**config.mk**
```make
export PLATFORM = sky130hd
export DESIGN_NAME = can_ignition_gateway_fsm_core_flat
export DESIGN_NICKNAME = d
export VERILOG_FILES = /design/src/hw/rtl/cigf_pkg.sv /design/src/hw/rtl/cigf_req_if.sv /design/src/hw/rtl/cigf_rsp_if.sv /design/src/hw/rtl/can_ignition_gateway_fsm_core.sv /design/src/hw/rtl/cigf_cfg.sv /design/src/hw/rtl/cigf_ctrl.sv /design/src/flat_wrapper.sv
export VERILOG_INCLUDE_DIRS = /design/src /design/src/hw/rtl
export SDC_FILE = /design/constraint.sdc
export NUM_CORES = 1
export LEC_CHECK = 0
export ABC_CLOCK_PERIOD_IN_PS = 5890
export BUFFER_PORTS_ARGS = -buffer_cell sky130_fd_sc_hd__buf_2
export CORE_AREA = 2 2 185 187
export CTS_CLUSTER_DIAMETER = 150
export DETAILED_ROUTE_END_ITERATION = 12
export DIE_AREA = 0 0 187 189
export GPL_TIMING_DRIVEN = 0
export PLACE_DENSITY = 0.77
export SYNTH_ARGS = -nofsm -noshare
export SYNTH_HDL_FRONTEND = slang
export SYNTH_HIERARCHICAL = 1
export SYNTH_SLANG_ARGS = --single-unit
```
**constraint.sdc**
```tcl
create_clock -name clock -period 5.89 [get_ports clock]
set_input_delay 0.589 -clock clock [delete_from_list [all_inputs] [get_ports clock]]
set_output_delay 0.589 -clock clock [all_outputs]
set_load 0.01 [all_outputs]
```
**src/hw/rtl/can_ignition_gateway_fsm_core_defines.svh**
```systemverilog
// assertion macros shared by the gateway rtl
`ifndef CAN_IGNITION_GATEWAY_FSM_CORE_DEFINES_SVH
`define CAN_IGNITION_GATEWAY_FSM_CORE_DEFINES_SVH

// same-cycle implication, checked outside reset
`define CIGF_ASSERT_SAME(lbl, clk, rst, ante, cons, msg) \
   lbl: assert property (@(posedge clk) disable iff (rst) (ante) |-> (cons)) else $error(msg);

// next-cycle implication, checked outside reset
`define CIGF_ASSERT_NEXT(lbl, clk, rst, ante, cons, msg) \
   lbl: assert property (@(posedge clk) disable iff (rst) (ante) |=> (cons)) else $error(msg);

`endif

```
**src/hw/rtl/cigf_pkg.sv**
```systemverilog
// types, codes and reset constants of the ignition gateway
package cigf_pkg;

   localparam int CIGF_ID_W      = 29;
   localparam int CIGF_LEN_W     = 4;
   localparam int CIGF_PAY_W     = 64;
   localparam int CIGF_DELAY_W   = 16;
   localparam int CIGF_BLINK_W   = 8;
   localparam int CIGF_CSR_IDX_W = 3;
   localparam int CIGF_CSR_DAT_W = 29;

   // register indexes
   localparam logic [CIGF_CSR_IDX_W-1:0] CIGF_REG_SHUTDOWN      = 3'd0;
   localparam logic [CIGF_CSR_IDX_W-1:0] CIGF_REG_LOSS          = 3'd1;
   localparam logic [CIGF_CSR_IDX_W-1:0] CIGF_REG_MATCH_ID      = 3'd2;
   localparam logic [CIGF_CSR_IDX_W-1:0] CIGF_REG_BLINK_IDLE    = 3'd3;
   localparam logic [CIGF_CSR_IDX_W-1:0] CIGF_REG_BLINK_PREIDLE = 3'd4;
   localparam logic [CIGF_CSR_IDX_W-1:0] CIGF_REG_BLINK_ACTIVE  = 3'd5;
   localparam logic [CIGF_CSR_IDX_W-1:0] CIGF_REG_BLINK_ECHO    = 3'd6;

   // register reset values
   localparam logic [CIGF_DELAY_W-1:0] CIGF_RST_SHUTDOWN      = 16'd30000;
   localparam logic [CIGF_DELAY_W-1:0] CIGF_RST_LOSS          = 16'd200;
   localparam logic [CIGF_ID_W-1:0]    CIGF_RST_MATCH_ID      = 29'h130;
   localparam logic [CIGF_BLINK_W-1:0] CIGF_RST_BLINK_IDLE    = 8'd199;
   localparam logic [CIGF_BLINK_W-1:0] CIGF_RST_BLINK_PREIDLE = 8'd99;
   localparam logic [CIGF_BLINK_W-1:0] CIGF_RST_BLINK_ACTIVE  = 8'd4;
   localparam logic [CIGF_BLINK_W-1:0] CIGF_RST_BLINK_ECHO    = 8'd19;
   localparam logic [CIGF_BLINK_W-1:0] CIGF_BLINK_MAX         = 8'd255;

   // send port codes
   localparam logic [1:0] CIGF_PORT_NONE = 2'd0;
   localparam logic [1:0] CIGF_PORT_HEAD = 2'd1;
   localparam logic [1:0] CIGF_PORT_CAR  = 2'd2;

   typedef enum logic [1:0] {
      MODE_IDLE    = 2'd0,
      MODE_PREIDLE = 2'd1,
      MODE_ACTIVE  = 2'd2,
      MODE_ECHO    = 2'd3
   } cigf_mode_type;

   typedef enum logic [1:0] {
      KIND_CAR  = 2'd0,
      KIND_HEAD = 2'd1,
      KIND_FAST = 2'd2,
      KIND_SLOW = 2'd3
   } cigf_kind_type;

   typedef struct packed {
      logic [CIGF_DELAY_W-1:0] shutdown_delay_ticks;
      logic [CIGF_DELAY_W-1:0] loss_delay_ticks;
      logic [CIGF_ID_W-1:0]    match_id;
      logic [CIGF_BLINK_W-1:0] blink_idle;
      logic [CIGF_BLINK_W-1:0] blink_preidle;
      logic [CIGF_BLINK_W-1:0] blink_active;
      logic [CIGF_BLINK_W-1:0] blink_echo;
   } cigf_cfg_type;

   typedef struct packed {
      cigf_kind_type         kind;
      logic [CIGF_ID_W-1:0]  frame_id;
      logic                  id_extended;
      logic [CIGF_LEN_W-1:0] data_length;
      logic [CIGF_PAY_W-1:0] payload;
   } cigf_item_type;

   typedef struct packed {
      logic [1:0]            send_port;
      logic [CIGF_ID_W-1:0]  out_id;
      logic                  out_extended;
      logic [CIGF_LEN_W-1:0] out_length;
      logic [CIGF_PAY_W-1:0] out_payload;
      logic                  led_toggle;
      logic [1:0]            mode_now;
   } cigf_result_type;

endpackage

```
**src/hw/rtl/cigf_req_if.sv**
```systemverilog
// request channel: one frame or tick item
interface cigf_req_if;
   import cigf_pkg::*;

   logic                  valid;
   logic                  ready;
   logic [1:0]            kind;
   logic [CIGF_ID_W-1:0]  frame_id;
   logic                  id_extended;
   logic [CIGF_LEN_W-1:0] data_length;
   logic [CIGF_PAY_W-1:0] payload;

   modport source (output valid, kind, frame_id, id_extended, data_length, payload,
                   input ready);
   modport sink (input valid, kind, frame_id, id_extended, data_length, payload,
                 output ready);
endinterface

```
**src/hw/rtl/cigf_rsp_if.sv**
```systemverilog
// response channel: one result item per request item
interface cigf_rsp_if;
   import cigf_pkg::*;

   logic                  valid;
   logic                  ready;
   logic [1:0]            send_port;
   logic [CIGF_ID_W-1:0]  out_id;
   logic                  out_extended;
   logic [CIGF_LEN_W-1:0] out_length;
   logic [CIGF_PAY_W-1:0] out_payload;
   logic                  led_toggle;
   logic [1:0]            mode_now;

   modport source (output valid, send_port, out_id, out_extended, out_length, out_payload,
                   led_toggle, mode_now, input ready);
   modport sink (input valid, send_port, out_id, out_extended, out_length, out_payload,
                 led_toggle, mode_now, output ready);
endinterface

```
**src/hw/rtl/can_ignition_gateway_fsm_core.sv**
```systemverilog
// top level of the can ignition gateway
// usage:
//  req_chan carries one item: a car-side frame, a head-unit frame, a fast tick
//  or a slow tick; rsp_chan returns exactly one result item per request item
//  the csr_ port writes the seven timing/match registers; write only while idle
// pipeline:
//  an accepted item lands in the input register; the controller evaluates it
//  against mode, timers and stored frame, and the result register takes the
//  outcome once that register is free or being drained; rsp_chan.valid rises
//  when the result register holds it
// throughput (while results are taken):
//  one item per cycle; the single mode/timer update per item sets that rate
// stall:
//  while the result register is held by the receiver, the input register
//  still fills once, then req_chan.ready drops until the result is taken
// reset:
//  synchronous, active high; mode idle, timers cleared, stored frame invalid,
//  registers back to their defaults, both pipeline registers empty
`include "can_ignition_gateway_fsm_core_defines.svh"

module can_ignition_gateway_fsm_core (
   input  logic                                 clock,
   input  logic                                 reset,
   cigf_req_if.sink                             req_chan,
   cigf_rsp_if.source                           rsp_chan,
   input  logic                                 csr_write_enable,
   input  logic [cigf_pkg::CIGF_CSR_IDX_W-1:0]  csr_index,
   input  logic [cigf_pkg::CIGF_CSR_DAT_W-1:0]  csr_write_data
);
   import cigf_pkg::*;

   cigf_cfg_type    cfg;
   cigf_item_type   in_item_ff;
   logic            in_valid_ff, in_valid_in;
   cigf_result_type result;
   cigf_result_type rsp_ff;
   logic            rsp_valid_ff, rsp_valid_in;
   logic            advance;
   logic            req_take;

   // item moves to the result register when that slot is free or being drained
   assign advance  = in_valid_ff && (!rsp_valid_ff || rsp_chan.ready);
   assign req_chan.ready = !in_valid_ff || advance;
   assign req_take = req_chan.valid && req_chan.ready;

   assign in_valid_in  = req_take ? 1'b1 : (advance ? 1'b0 : in_valid_ff);
   assign rsp_valid_in = advance ? 1'b1 : ((rsp_valid_ff && rsp_chan.ready) ? 1'b0 : rsp_valid_ff);

   cigf_cfg u_cfg (
      .clock            (clock),
      .reset            (reset),
      .csr_write_enable (csr_write_enable),
      .csr_index        (csr_index),
      .csr_write_data   (csr_write_data),
      .cfg              (cfg)
   );

   cigf_ctrl u_ctrl (
      .clock  (clock),
      .reset  (reset),
      .step   (advance),
      .item   (in_item_ff),
      .cfg    (cfg),
      .result (result)
   );

   // control state
   always_ff @(posedge clock) begin
      if (reset) begin
         in_valid_ff  <= 1'b0;
         rsp_valid_ff <= 1'b0;
      end else begin
         in_valid_ff  <= in_valid_in;
         rsp_valid_ff <= rsp_valid_in;
      end
   end

   // input register
   always_ff @(posedge clock) begin
      if (req_take) begin
         in_item_ff.kind        <= cigf_kind_type'(req_chan.kind);
         in_item_ff.frame_id    <= req_chan.frame_id;
         in_item_ff.id_extended <= req_chan.id_extended;
         in_item_ff.data_length <= req_chan.data_length;
         in_item_ff.payload     <= req_chan.payload;
      end
   end

   // result register
   always_ff @(posedge clock) begin
      if (advance) begin
         rsp_ff <= result;
      end
   end

   assign rsp_chan.valid        = rsp_valid_ff;
   assign rsp_chan.send_port    = rsp_ff.send_port;
   assign rsp_chan.out_id       = rsp_ff.out_id;
   assign rsp_chan.out_extended = rsp_ff.out_extended;
   assign rsp_chan.out_length   = rsp_ff.out_length;
   assign rsp_chan.out_payload  = rsp_ff.out_payload;
   assign rsp_chan.led_toggle   = rsp_ff.led_toggle;
   assign rsp_chan.mode_now     = rsp_ff.mode_now;

   `CIGF_ASSERT_NEXT(a_take_fills_input, clock, reset, req_take, in_valid_ff, "accepted item not held")
   `CIGF_ASSERT_NEXT(a_input_holds, clock, reset, in_valid_ff && !advance, in_valid_ff && $stable(in_item_ff), "input register lost item while blocked")
   `CIGF_ASSERT_NEXT(a_advance_fills_rsp, clock, reset, advance, rsp_valid_ff, "result register empty after advance")
   `CIGF_ASSERT_SAME(a_port_code, clock, reset, rsp_valid_ff, rsp_ff.send_port <= CIGF_PORT_CAR, "undefined send port code")

endmodule

```
**src/hw/rtl/cigf_cfg.sv**
```systemverilog
// configuration register file
module cigf_cfg (
   input  logic                                 clock,
   input  logic                                 reset,
   input  logic                                 csr_write_enable,
   input  logic [cigf_pkg::CIGF_CSR_IDX_W-1:0]  csr_index,
   input  logic [cigf_pkg::CIGF_CSR_DAT_W-1:0]  csr_write_data,
   output cigf_pkg::cigf_cfg_type               cfg
);
   import cigf_pkg::*;

   cigf_cfg_type cfg_ff;
   cigf_cfg_type cfg_in;

   always_comb begin
      cfg_in = cfg_ff;
      if (csr_write_enable) begin
         unique case (csr_index)
            CIGF_REG_SHUTDOWN:
               cfg_in.shutdown_delay_ticks = csr_write_data[CIGF_DELAY_W-1:0];
            CIGF_REG_LOSS:
               cfg_in.loss_delay_ticks = csr_write_data[CIGF_DELAY_W-1:0];
            CIGF_REG_MATCH_ID:
               cfg_in.match_id = csr_write_data[CIGF_ID_W-1:0];
            CIGF_REG_BLINK_IDLE:
               cfg_in.blink_idle = csr_write_data[CIGF_BLINK_W-1:0];
            CIGF_REG_BLINK_PREIDLE:
               cfg_in.blink_preidle = csr_write_data[CIGF_BLINK_W-1:0];
            CIGF_REG_BLINK_ACTIVE:
               cfg_in.blink_active = csr_write_data[CIGF_BLINK_W-1:0];
            CIGF_REG_BLINK_ECHO:
               cfg_in.blink_echo = csr_write_data[CIGF_BLINK_W-1:0];
            default: begin
               // unmapped index, write dropped
            end
         endcase
      end
   end

   always_ff @(posedge clock) begin
      if (reset) begin
         cfg_ff.shutdown_delay_ticks <= CIGF_RST_SHUTDOWN;
         cfg_ff.loss_delay_ticks     <= CIGF_RST_LOSS;
         cfg_ff.match_id             <= CIGF_RST_MATCH_ID;
         cfg_ff.blink_idle           <= CIGF_RST_BLINK_IDLE;
         cfg_ff.blink_preidle        <= CIGF_RST_BLINK_PREIDLE;
         cfg_ff.blink_active         <= CIGF_RST_BLINK_ACTIVE;
         cfg_ff.blink_echo           <= CIGF_RST_BLINK_ECHO;
      end else begin
         cfg_ff <= cfg_in;
      end
   end

   assign cfg = cfg_ff;

endmodule

```
**src/hw/rtl/cigf_ctrl.sv**
```systemverilog
// mode controller, timers and stored frame; computes one result per step
`include "can_ignition_gateway_fsm_core_defines.svh"

module cigf_ctrl (
   input  logic                       clock,
   input  logic                       reset,
   input  logic                       step,
   input  cigf_pkg::cigf_item_type    item,
   input  cigf_pkg::cigf_cfg_type     cfg,
   output cigf_pkg::cigf_result_type  result
);
   import cigf_pkg::*;

   cigf_mode_type           mode_ff, mode_in, mode_mid;
   logic [CIGF_DELAY_W-1:0] ign_ff, ign_in;
   logic [CIGF_DELAY_W-1:0] loss_ff, loss_in;
   logic [CIGF_BLINK_W-1:0] blink_ff, blink_in;
   logic [CIGF_BLINK_W-1:0] limit;
   logic                    flip;
   logic                    stored_valid_ff;
   logic                    store_hit;
   logic                    id_hit;
   logic [CIGF_PAY_W-1:0]   pay;

   logic [CIGF_ID_W-1:0]    stored_id_ff;
   logic                    stored_ext_ff;
   logic [CIGF_LEN_W-1:0]   stored_len_ff;
   logic [CIGF_PAY_W-1:0]   stored_pay_ff;

   assign id_hit = (item.frame_id == cfg.match_id);

   always_comb begin
      mode_in   = mode_ff;
      mode_mid  = mode_ff;
      ign_in    = ign_ff;
      loss_in   = loss_ff;
      blink_in  = blink_ff;
      store_hit = 1'b0;
      flip      = 1'b0;
      pay       = item.payload;
      result    = '0;

      unique case (mode_ff)
         MODE_IDLE:    limit = cfg.blink_idle;
         MODE_PREIDLE: limit = cfg.blink_preidle;
         MODE_ACTIVE:  limit = cfg.blink_active;
         MODE_ECHO:    limit = cfg.blink_echo;
         default:      limit = cfg.blink_echo;
      endcase

      unique case (item.kind)
         KIND_HEAD: begin
            result.send_port    = CIGF_PORT_CAR;
            result.out_id       = item.frame_id;
            result.out_extended = item.id_extended;
            result.out_length   = item.data_length;
            result.out_payload  = item.payload;
         end
         KIND_CAR: begin
            if (id_hit) begin
               store_hit = 1'b1;
               loss_in   = '0;
               if (mode_ff == MODE_IDLE || mode_ff == MODE_ECHO || item.payload[0]) begin
                  ign_in  = '0;
                  mode_in = MODE_ACTIVE;
               end
               // ignition forced on while active
               if (mode_in == MODE_ACTIVE) begin
                  pay[0] = 1'b1;
               end
            end
            result.send_port    = CIGF_PORT_HEAD;
            result.out_id       = item.frame_id;
            result.out_extended = item.id_extended;
            result.out_length   = item.data_length;
            result.out_payload  = pay;
         end
         KIND_FAST: begin
            flip = (blink_ff >= limit);
            if (flip) begin
               blink_in = '0;
            end else if (blink_ff != CIGF_BLINK_MAX) begin
               blink_in = blink_ff + 1'b1;
            end
            // shutdown timeout first
            if (mode_ff != MODE_IDLE && ign_ff < cfg.shutdown_delay_ticks) begin
               ign_in = ign_ff + 1'b1;
            end
            if (ign_in >= cfg.shutdown_delay_ticks) begin
               if (mode_ff == MODE_ACTIVE) begin
                  mode_mid = MODE_PREIDLE;
               end else if (mode_ff == MODE_ECHO) begin
                  mode_mid = MODE_IDLE;
               end
            end
            // then loss timeout on the resulting mode
            if ((mode_mid == MODE_ACTIVE || mode_mid == MODE_PREIDLE)
                && loss_ff < cfg.loss_delay_ticks) begin
               loss_in = loss_ff + 1'b1;
            end
            mode_in = mode_mid;
            if (loss_in >= cfg.loss_delay_ticks) begin
               if (mode_mid == MODE_ACTIVE) begin
                  mode_in = MODE_ECHO;
               end else if (mode_mid == MODE_PREIDLE) begin
                  mode_in = MODE_IDLE;
               end
            end
            result.led_toggle = flip;
         end
         KIND_SLOW: begin
            if (mode_ff == MODE_ECHO && stored_valid_ff) begin
               result.send_port    = CIGF_PORT_HEAD;
               result.out_id       = stored_id_ff;
               result.out_extended = stored_ext_ff;
               result.out_length   = stored_len_ff;
               result.out_payload  = stored_pay_ff | {{(CIGF_PAY_W-1){1'b0}}, 1'b1};
            end
         end
         default: begin
         end
      endcase

      result.mode_now = mode_in;
   end

   always_ff @(posedge clock) begin
      if (reset) begin
         mode_ff         <= MODE_IDLE;
         ign_ff          <= '0;
         loss_ff         <= '0;
         blink_ff        <= '0;
         stored_valid_ff <= 1'b0;
      end else if (step) begin
         mode_ff  <= mode_in;
         ign_ff   <= ign_in;
         loss_ff  <= loss_in;
         blink_ff <= blink_in;
         if (store_hit) begin
            stored_valid_ff <= 1'b1;
         end
      end
   end

   always_ff @(posedge clock) begin
      if (step && store_hit) begin
         stored_id_ff  <= item.frame_id;
         stored_ext_ff <= item.id_extended;
         stored_len_ff <= item.data_length;
         stored_pay_ff <= item.payload;
      end
   end

   `CIGF_ASSERT_SAME(a_led_only_fast, clock, reset, step && result.led_toggle, item.kind == KIND_FAST, "led toggle outside fast tick")
   `CIGF_ASSERT_NEXT(a_slow_keeps_mode, clock, reset, step && item.kind == KIND_SLOW, $stable(mode_ff), "slow tick changed mode")
   `CIGF_ASSERT_NEXT(a_match_clears_loss, clock, reset, step && item.kind == KIND_CAR && id_hit, loss_ff == '0 && mode_ff != MODE_IDLE, "matching frame did not clear loss timer")
   `CIGF_ASSERT_SAME(a_echo_needs_store, clock, reset, step && item.kind == KIND_SLOW && result.send_port != CIGF_PORT_NONE, stored_valid_ff && mode_ff == MODE_ECHO, "echo without stored frame")

endmodule
```
**src/flat_wrapper.sv**
```systemverilog
// flat-port wrapper written by rule: the top's interface ports become plain ports
module can_ignition_gateway_fsm_core_flat import cigf_pkg::*;
  (clock, reset, csr_write_enable, csr_index, csr_write_data, req_chan_valid, req_chan_kind, req_chan_frame_id, req_chan_id_extended, req_chan_data_length, req_chan_payload, req_chan_ready, rsp_chan_valid, rsp_chan_send_port, rsp_chan_out_id, rsp_chan_out_extended, rsp_chan_out_length, rsp_chan_out_payload, rsp_chan_led_toggle, rsp_chan_mode_now, rsp_chan_ready);
  cigf_req_if req_chan_i ();
  cigf_rsp_if rsp_chan_i ();
  input  logic clock;
  input  logic reset;
  input  logic csr_write_enable;
  input  logic [cigf_pkg::CIGF_CSR_IDX_W-1:0] csr_index;
  input  logic [cigf_pkg::CIGF_CSR_DAT_W-1:0] csr_write_data;
  input wire logic [$bits(req_chan_i.valid)-1:0] req_chan_valid;
  input wire logic [$bits(req_chan_i.kind)-1:0] req_chan_kind;
  input wire logic [$bits(req_chan_i.frame_id)-1:0] req_chan_frame_id;
  input wire logic [$bits(req_chan_i.id_extended)-1:0] req_chan_id_extended;
  input wire logic [$bits(req_chan_i.data_length)-1:0] req_chan_data_length;
  input wire logic [$bits(req_chan_i.payload)-1:0] req_chan_payload;
  output wire logic [$bits(req_chan_i.ready)-1:0] req_chan_ready;
  output wire logic [$bits(rsp_chan_i.valid)-1:0] rsp_chan_valid;
  output wire logic [$bits(rsp_chan_i.send_port)-1:0] rsp_chan_send_port;
  output wire logic [$bits(rsp_chan_i.out_id)-1:0] rsp_chan_out_id;
  output wire logic [$bits(rsp_chan_i.out_extended)-1:0] rsp_chan_out_extended;
  output wire logic [$bits(rsp_chan_i.out_length)-1:0] rsp_chan_out_length;
  output wire logic [$bits(rsp_chan_i.out_payload)-1:0] rsp_chan_out_payload;
  output wire logic [$bits(rsp_chan_i.led_toggle)-1:0] rsp_chan_led_toggle;
  output wire logic [$bits(rsp_chan_i.mode_now)-1:0] rsp_chan_mode_now;
  input wire logic [$bits(rsp_chan_i.ready)-1:0] rsp_chan_ready;
  assign req_chan_i.valid = req_chan_valid;
  assign req_chan_i.kind = req_chan_kind;
  assign req_chan_i.frame_id = req_chan_frame_id;
  assign req_chan_i.id_extended = req_chan_id_extended;
  assign req_chan_i.data_length = req_chan_data_length;
  assign req_chan_i.payload = req_chan_payload;
  assign req_chan_ready = req_chan_i.ready;
  assign rsp_chan_valid = rsp_chan_i.valid;
  assign rsp_chan_send_port = rsp_chan_i.send_port;
  assign rsp_chan_out_id = rsp_chan_i.out_id;
  assign rsp_chan_out_extended = rsp_chan_i.out_extended;
  assign rsp_chan_out_length = rsp_chan_i.out_length;
  assign rsp_chan_out_payload = rsp_chan_i.out_payload;
  assign rsp_chan_led_toggle = rsp_chan_i.led_toggle;
  assign rsp_chan_mode_now = rsp_chan_i.mode_now;
  assign rsp_chan_i.ready = rsp_chan_ready;
  can_ignition_gateway_fsm_core u_core (.clock(clock), .reset(reset), .req_chan(req_chan_i), .rsp_chan(rsp_chan_i), .csr_write_enable(csr_write_enable), .csr_index(csr_index), .csr_write_data(csr_write_data));
endmodule
```
---- Word level (Yosys, flattened, before mapping) ----
Index checks and enable logic that the tools add are counted.
word-level totals
  bits in registers ....................... 439
  latch bits .............................. 0
  RAM bits ................................ 0
  memory bits (read-only) ................. 0
  input port bits ......................... 137
  output and inout bits ................... 105
  word-level logic and storage cells ...... 124
  memories ................................ 0
cells by class
  add/subtract/negate cells ............... 3
  $mul .................................... 0
  divide/modulo/power cells ............... 0
  $lt $le $gt $ge ......................... 5
  equality and inequality tests ........... 19
  shift-type cells ........................ 0
  multiplexer cells ....................... 34
  bitwise operators ....................... 0
  reductions and logical operators ........ 33
operators by type and width
  operator                                                               count
  100-bit case mux with 3 select lines                                   1
  16-bit two-way mux                                                     7
  99-bit two-way mux                                                     1
  16-bit case mux with 2 select lines                                    2
  16-bit by 1-bit adder with 16-bit output, second input constant        2
  16-bit >= comparator                                                   2
  16-bit < comparator                                                    2
  8-bit case mux with 4 select lines                                     1
  29-bit equality test                                                   1
  2-bit two-way mux                                                      11
  8-bit two-way mux                                                      2
  2-bit AND reduction                                                    8
  2-bit equality test, second input constant                             6
  2-bit nonzero test                                                     5
  3-bit equality test, second input constant                             3
  8-bit by 1-bit adder with 8-bit output, second input constant          1
  8-bit >= comparator                                                    1
  1-bit two-way mux                                                      8
  8-bit inequality test, second input constant                           1
  1-bit logical AND                                                      7
  2-bit by 1-bit equality test with 1-bit output, second input constant  3
  3-bit by 2-bit equality test with 1-bit output, second input constant  2
  3-bit AND reduction                                                    2
  1-bit logical OR                                                       5
  other kinds (7)                                                        10

---- Longest topological paths before layout ----
  word-level depth ........................ 15
  gate-level depth with buffers ........... 19
  mapped depth without buffers ............ 17

---- Hierarchy ----
The synthesis kept the hierarchy.
by module, submodules not included
  module                         instances  cells each  area an instance (um^2)  sequential area each (um^2)
  cigf_ctrl                      1          1049        9167.5                   3773.6
  can_ignition_gateway_fsm_core  1          213         6199.7                   6135.9
  cigf_cfg                       1          358         3793.6                   1861.8

---- Worst setup path after synthesis ----
No wires, ideal clock.
  path kind ............................... input port to flip-flop
  start ................................... input port rsp_chan_ready
  end ..................................... register u_core.u_ctrl.stored_ext_ff (enable)
  setup time .............................. 0.451 ns
  arrival time ............................ 4.299 ns
  required time ........................... 5.439 ns
  setup slack ............................. 1.141 ns
  stages .................................. 4
  path buffers ............................ 0
  path through ............................ nand2b_1 -> and2_2 -> nand3_1 -> inv_1
between the ends
  word-level cells in the longest chain between the ends .. 3
ends and longest elaborated chain
  what                  RTL line                             RTL
  start, declared       flat_wrapper.sv:26                   input wire logic [$bits(rsp_chan_i.ready)-1:0] rsp_chan_ready;
  1-bit logical OR      can_ignition_gateway_fsm_core.sv:42  assign advance = in_valid_ff && (!rsp_valid_ff || rsp_chan.ready);
  1-bit logical AND     can_ignition_gateway_fsm_core.sv:42
  via u_core.advance    can_ignition_gateway_fsm_core.sv:38  logic advance;
  1-bit logical AND     cigf_ctrl.sv:146                     if (step && store_hit) begin
  end signal, assigned  cigf_ctrl.sv:148                     stored_ext_ff <= item.id_extended;
  end, declared         cigf_ctrl.sv:26                      logic stored_ext_ff;
The timed path passes the listed nets, and every way through them passes these cells.
A chain may end at the register's enable or synchronous reset.

==> flow_results.org <==
** Clock network
- Clock-pin slew was measured on the worst setup and hold paths at around 60 ps.
- The clock reaches the later pin of the worst-skew pair after 560 ps.
- CTS tree :: done
- CTS Buffer Depth :: 3
- In this run the clock root is driven by a clkbuf_16.
- Hold buffer count at cts :: 0
- # Post-CTS Setup Buffers :: 0
- CTS saw approximately 440 sinks.
- CTS buffer count :: between 40 and 50
- Number of levels in the clock H-tree :: 2
- PostCTS Resize Cnt :: 0

** Global routing
- Entering global routing, the biggest net connects 67 pins.
- The first global-routing pass estimated ~73000 µm of wire.
- In the global route stage, overall resource usage came out at 0.266.
- The number of global-route vias before repair was between 10000 and 15000.
- Number of antenna violations at the first check in global routing :: 7
- After global routing the overflow that remains totals 0.

** Timing
- Total setup violations reported at the end of the flow :: 0
- Post-route setup slack :: 875 ps
- The worst pin sits at a relative slew slack of 0.448.
- The routed design could run at a clock period as short as approximately 5000 ps.
- Tcrit/Tclk final :: 0.852
- The final number of max-transition violations was 0.
- Setup repair after global routing left no endpoint under its margin.
- Adding up every negative setup slack in the final design gives 0 ps.
- F_max :: about 200 MHz
- Measured slew at the worst slew-check pin :: 825 ps
- Hold is met by 206 ps.
- The clock arrives with 14.9 ps of skew.
- Final hold violation count :: 0

** Worst setup path
- Data arrives at the worst endpoint at 5290 ps.
- Walking the worst path, the cells encountered are inv_1 > ha_1 > a211o_1 > nor4_1 > a211oi_1 > a21oi_1 > clkbuf_1 > nand2_1 > xnor2_1 > ha_1 > nand4_1 > or4_1 > or4_1 > nand3_1 > nor4_1 > o31ai_1 > o211ai_1.
- Reg2Reg Launch Point :: u_core/u_cfg/cfg[92]$_SDFFE_PP0P_
- The endpoint identified for the worst register-to-register timing path is u_core/rsp_chan.mode_now[0]$_DFFE_PP_.
- On the worst path, the slowest cell contributes a delay of 470 ps.
- STA classifies the critical path startpoint as a flop.
- The largest individual stage delay along the critical path comes from the cell clkbuf_1.
- Setup CP Type :: reg -> reg
- Following the worst setup path forward leads to its endpoint at u_core/rsp_chan.mode_now[0]$_DFFE_PP_.
- WP data required :: approximately 6200 ps
- Worst reg2reg path depth :: 17
- CP endpoint kind :: flop
- Of all nets on the critical path, the largest fanout is 10.
- Setup slack on the worst reg-to-reg path comes out at 870 ps.
- Critical path origin :: u_core/u_cfg/cfg[92]$_SDFFE_PP0P_

** Cells and area
- After the last flow step, the layout net total stands at roughly 2100.
- Final non-filler cell area :: roughly 22000 µm²
- Area delta synth->final :: 17.2%
- Of the cells placed in the final design, the portion with a size suffix greater than 1 is 0.180.

** Route
- Routed via count :: about 13000
- For this run, design rule violations remaining after detail routing come to 0.
- Antenna-violating nets left :: 0
- The first detailed-routing pass took 6 iterations.
- The routed design has between 40000 and 50000 µm of wire.
- Initial drt markers :: between 1000 and 1500
- Via-per-instance ratio :: around 5.6
- Dividing the detail-routed wire length by the instance count gives roughly 20 µm.

** Logic synthesis
- Number of flip-flops and latches in the synthesized netlist :: 438
- When the netlist entered floorplanning its net count stood at ~1800.
- Mapped Avg Cell Area :: 11.8 µm²
- In this run, synthesis inferred 300 flip-flops with an integrated enable.
- Yosys printed 6 warnings.
- Top cell type by total area after synthesis :: edfxtp_1
- In the post-synthesis netlist, the biggest area contributors are edfxtp_1 (47%), dfxtp_1 (14%), ha_1 (5.1%).
- Counting flops with an async set or reset pin after synthesis yields a share of 0.
- The mapped netlist covers 19200 µm².
- Synth cell types :: 75
- Top-area cell type share of the netlist area :: 0.470
- The cell count after synthesis came out at about 1600.
- Register area share after synthesis :: 0.614
- Synth Flop Type :: edfxtp_1

** Placed design
- Prior to clock tree synthesis, the placed netlist has a worst setup slack of 1010 ps.
- The congestion estimate from routability-driven global placement came to approximately 0.89.
- Area post-placement :: 21000 µm²
- Once detailed placement completed, the half-perimeter wirelength came to 34300 µm.
- Input/output buffers :: 238

** Min path
- Worst hold-check path type :: in -> reg

** Status
- Run status :: finished, final reports clean

** Floorplan
- The die covers around 35000 µm².
- Die Width :: 187 µm
- The initial utilization of the core area, before any placement, comes to 0.576.
- Ports :: approximately 240
- Measured along the y axis, the die boundary spans 189 µm.
- Area of the core :: about 33000 µm²
- In this run the core area contains 67 standard-cell rows.

** Power
- Power per standard cell area :: just under 300 nW/µm²
- IR analysis of the VDD net gives a maximum drop of around 0.25 mV.
- Static leakage :: 9.17 nW

** Run
- Reported max-cap violation count :: 0
registers in the layout, indices dropped and copies added, names as in the netlist:
| name | flops |
|---|---|
| u_core/rsp_chan.out_payload | 64 |
| u_core/rsp_chan.valid | 1 |
| u_core/rsp_chan.led_toggle | 1 |
| u_core/rsp_chan.out_extended | 1 |
| u_core/u_ctrl/blink_ff | 8 |
| u_core/u_ctrl/stored_ext_ff | 1 |
| u_core/rsp_chan.out_length | 4 |
| u_core/u_ctrl/stored_len_ff | 4 |
| u_core/u_ctrl/mode_ff | 2 |
| u_core/u_cfg/cfg | 93 |
| u_core/rsp_chan.send_port | 2 |
| u_core/u_ctrl/stored_valid_ff | 1 |
| u_core/u_ctrl/loss_ff | 16 |
| u_core/in_valid_ff | 1 |
| u_core/u_ctrl/ign_ff | 16 |
| u_core/rsp_chan.out_id | 29 |
| u_core/u_ctrl/stored_pay_ff | 63 |
| u_core/rsp_chan.mode_now | 2 |
| u_core/in_item_ff | 100 |
| u_core/u_ctrl/stored_id_ff | 29 |
placed cells by master (no fill, tap or decap), types with 9 or more instances in the layout:
cell         n
xnor2_1     19
nand3_1     21
clkbuf_16   46
nor4_1      12
xor2_1      42
nor2_1      75
clkbuf_8     9
a21oi_1     34
nand2_1    156
nand2b_1   105
clkbuf_1    63
ha_1        78
edfxtp_1   300
dfxtp_1    138
or3_1       10
nand4_1     20
o211ai_1    11
buf_2      256
and2_1       9
o21ai_0    132
inv_1      144
a21o_1       9
nor3_1      13
and3_1      11
mux2i_1     95
area by class of cell:
class | count | area (µm²)
multi-input combinational | 961 | 6520
buffer | 76 | 325
antenna | 7 | 17.5
clock inverter | 15 | 105
clock buffer | 69 | 1330
timing repair buffer | 242 | 1280
inverter | 145 | 547
sequential | 438 | 11800
fill | 2438 | 10800
tap | 448 | 561
power breakdown:
| group | switching, mW | leakage [nW] | internal (mW) |
|---|---|---|---|
| Sequential | 0.0481 | 3.95 | 3.39 |
| Clock | 1.15 | 0.702 | 1.56 |
| Combinational | 0.222 | 4.52 | 0.134 |
| Total | 1.42 | 9.17 | 5.09 |
worst max-delay path: cells and delay by family, from the launching register on:
kind / cells / cell delay (ps)
xor+xnor: 1 / 180
simple gates: 7 / 1720
fa+ha+maj: 2 / 650
buf+inv: 2 / 550
flops: 1 / 340
compound gates: 5 / 1260
cell usage after synthesis, types with 7 or more instances:
cell      instances
mux2i_1          95
edfxtp_1        300
o31ai_1           7
ha_1             78
and3_1           11
nor2_1           75
a21oi_1          34
a31oi_1           7
buf_2            17
nor4_1           12
nand2_1         156
xnor2_1          19
clkbuf_1         49
dfxtp_1         138
a222oi_1          8
nor3_1           13
o211ai_1         11
o21ai_0         132
inv_1           145
nand3_1          21
xor2_1           42
and2_1            9
or4_1             8
or3_1            10
nand2b_1        105
buf_1             7
nand4_1          20
a21o_1            9
layer usage:
metal,GRT usage,routed length [µm]
met5,0,13
met4,0.0882,1240
met3,0.0502,3640
met2,0.443,22400
met1,0.353,20000
how the worst min path moves through the flow:
stage,start,endpoint,slack (ps),depth (start not counted)
finish,req_chan_frame_id[13],u_core/in_item_ff[82]$_DFFE_PP_,210,1
global route,req_chan_frame_id[4],u_core/in_item_ff[73]$_DFFE_PP_,180,1
CTS,req_chan_frame_id[13],u_core/in_item_ff[82]$_DFFE_PP_,180,1
detailed placement,u_core/in_item_ff[11]$_DFFE_PP_,u_core/u_ctrl/stored_pay_ff[11]$_DFFE_PP_,430,0
global placement,u_core/in_item_ff[46]$_DFFE_PP_,u_core/u_ctrl/stored_pay_ff[46]$_DFFE_PP_,430,0
floorplan,u_core/in_item_ff[68]$_DFFE_PP_,u_core/u_ctrl/stored_ext_ff$_DFFE_PP_,430,0
stage by stage:
stage          total power [mW]   util  instances
2_1_floorplan              3.68      -       1620
3_3_place_gp               3.84  0.628       2306
4_1_cts                    6.56  0.674       2393
6_report                   6.51  0.675       2401
3_5_place_dp               3.86  0.631       2309
5_1_grt                    6.73  0.675       2399
kinds of logic (layout without fill, tap and decap cells):
group,Yosys count,count (layout),share of synthesized area
AND/OR/NAND/NOR,464,464,0.125
flip-flops,438,438,0.614
AO/OA/AOI/OAI,260,260,0.0855
buffers and inverters,221,547,0.0454
multiplexers,98,98,0.0514
adder cells (fa/ha/maj),78,78,0.0509
XOR/XNOR,61,61,0.0279
other,0,7,0
Note: power is estimated with default switching activity, not from simulation.
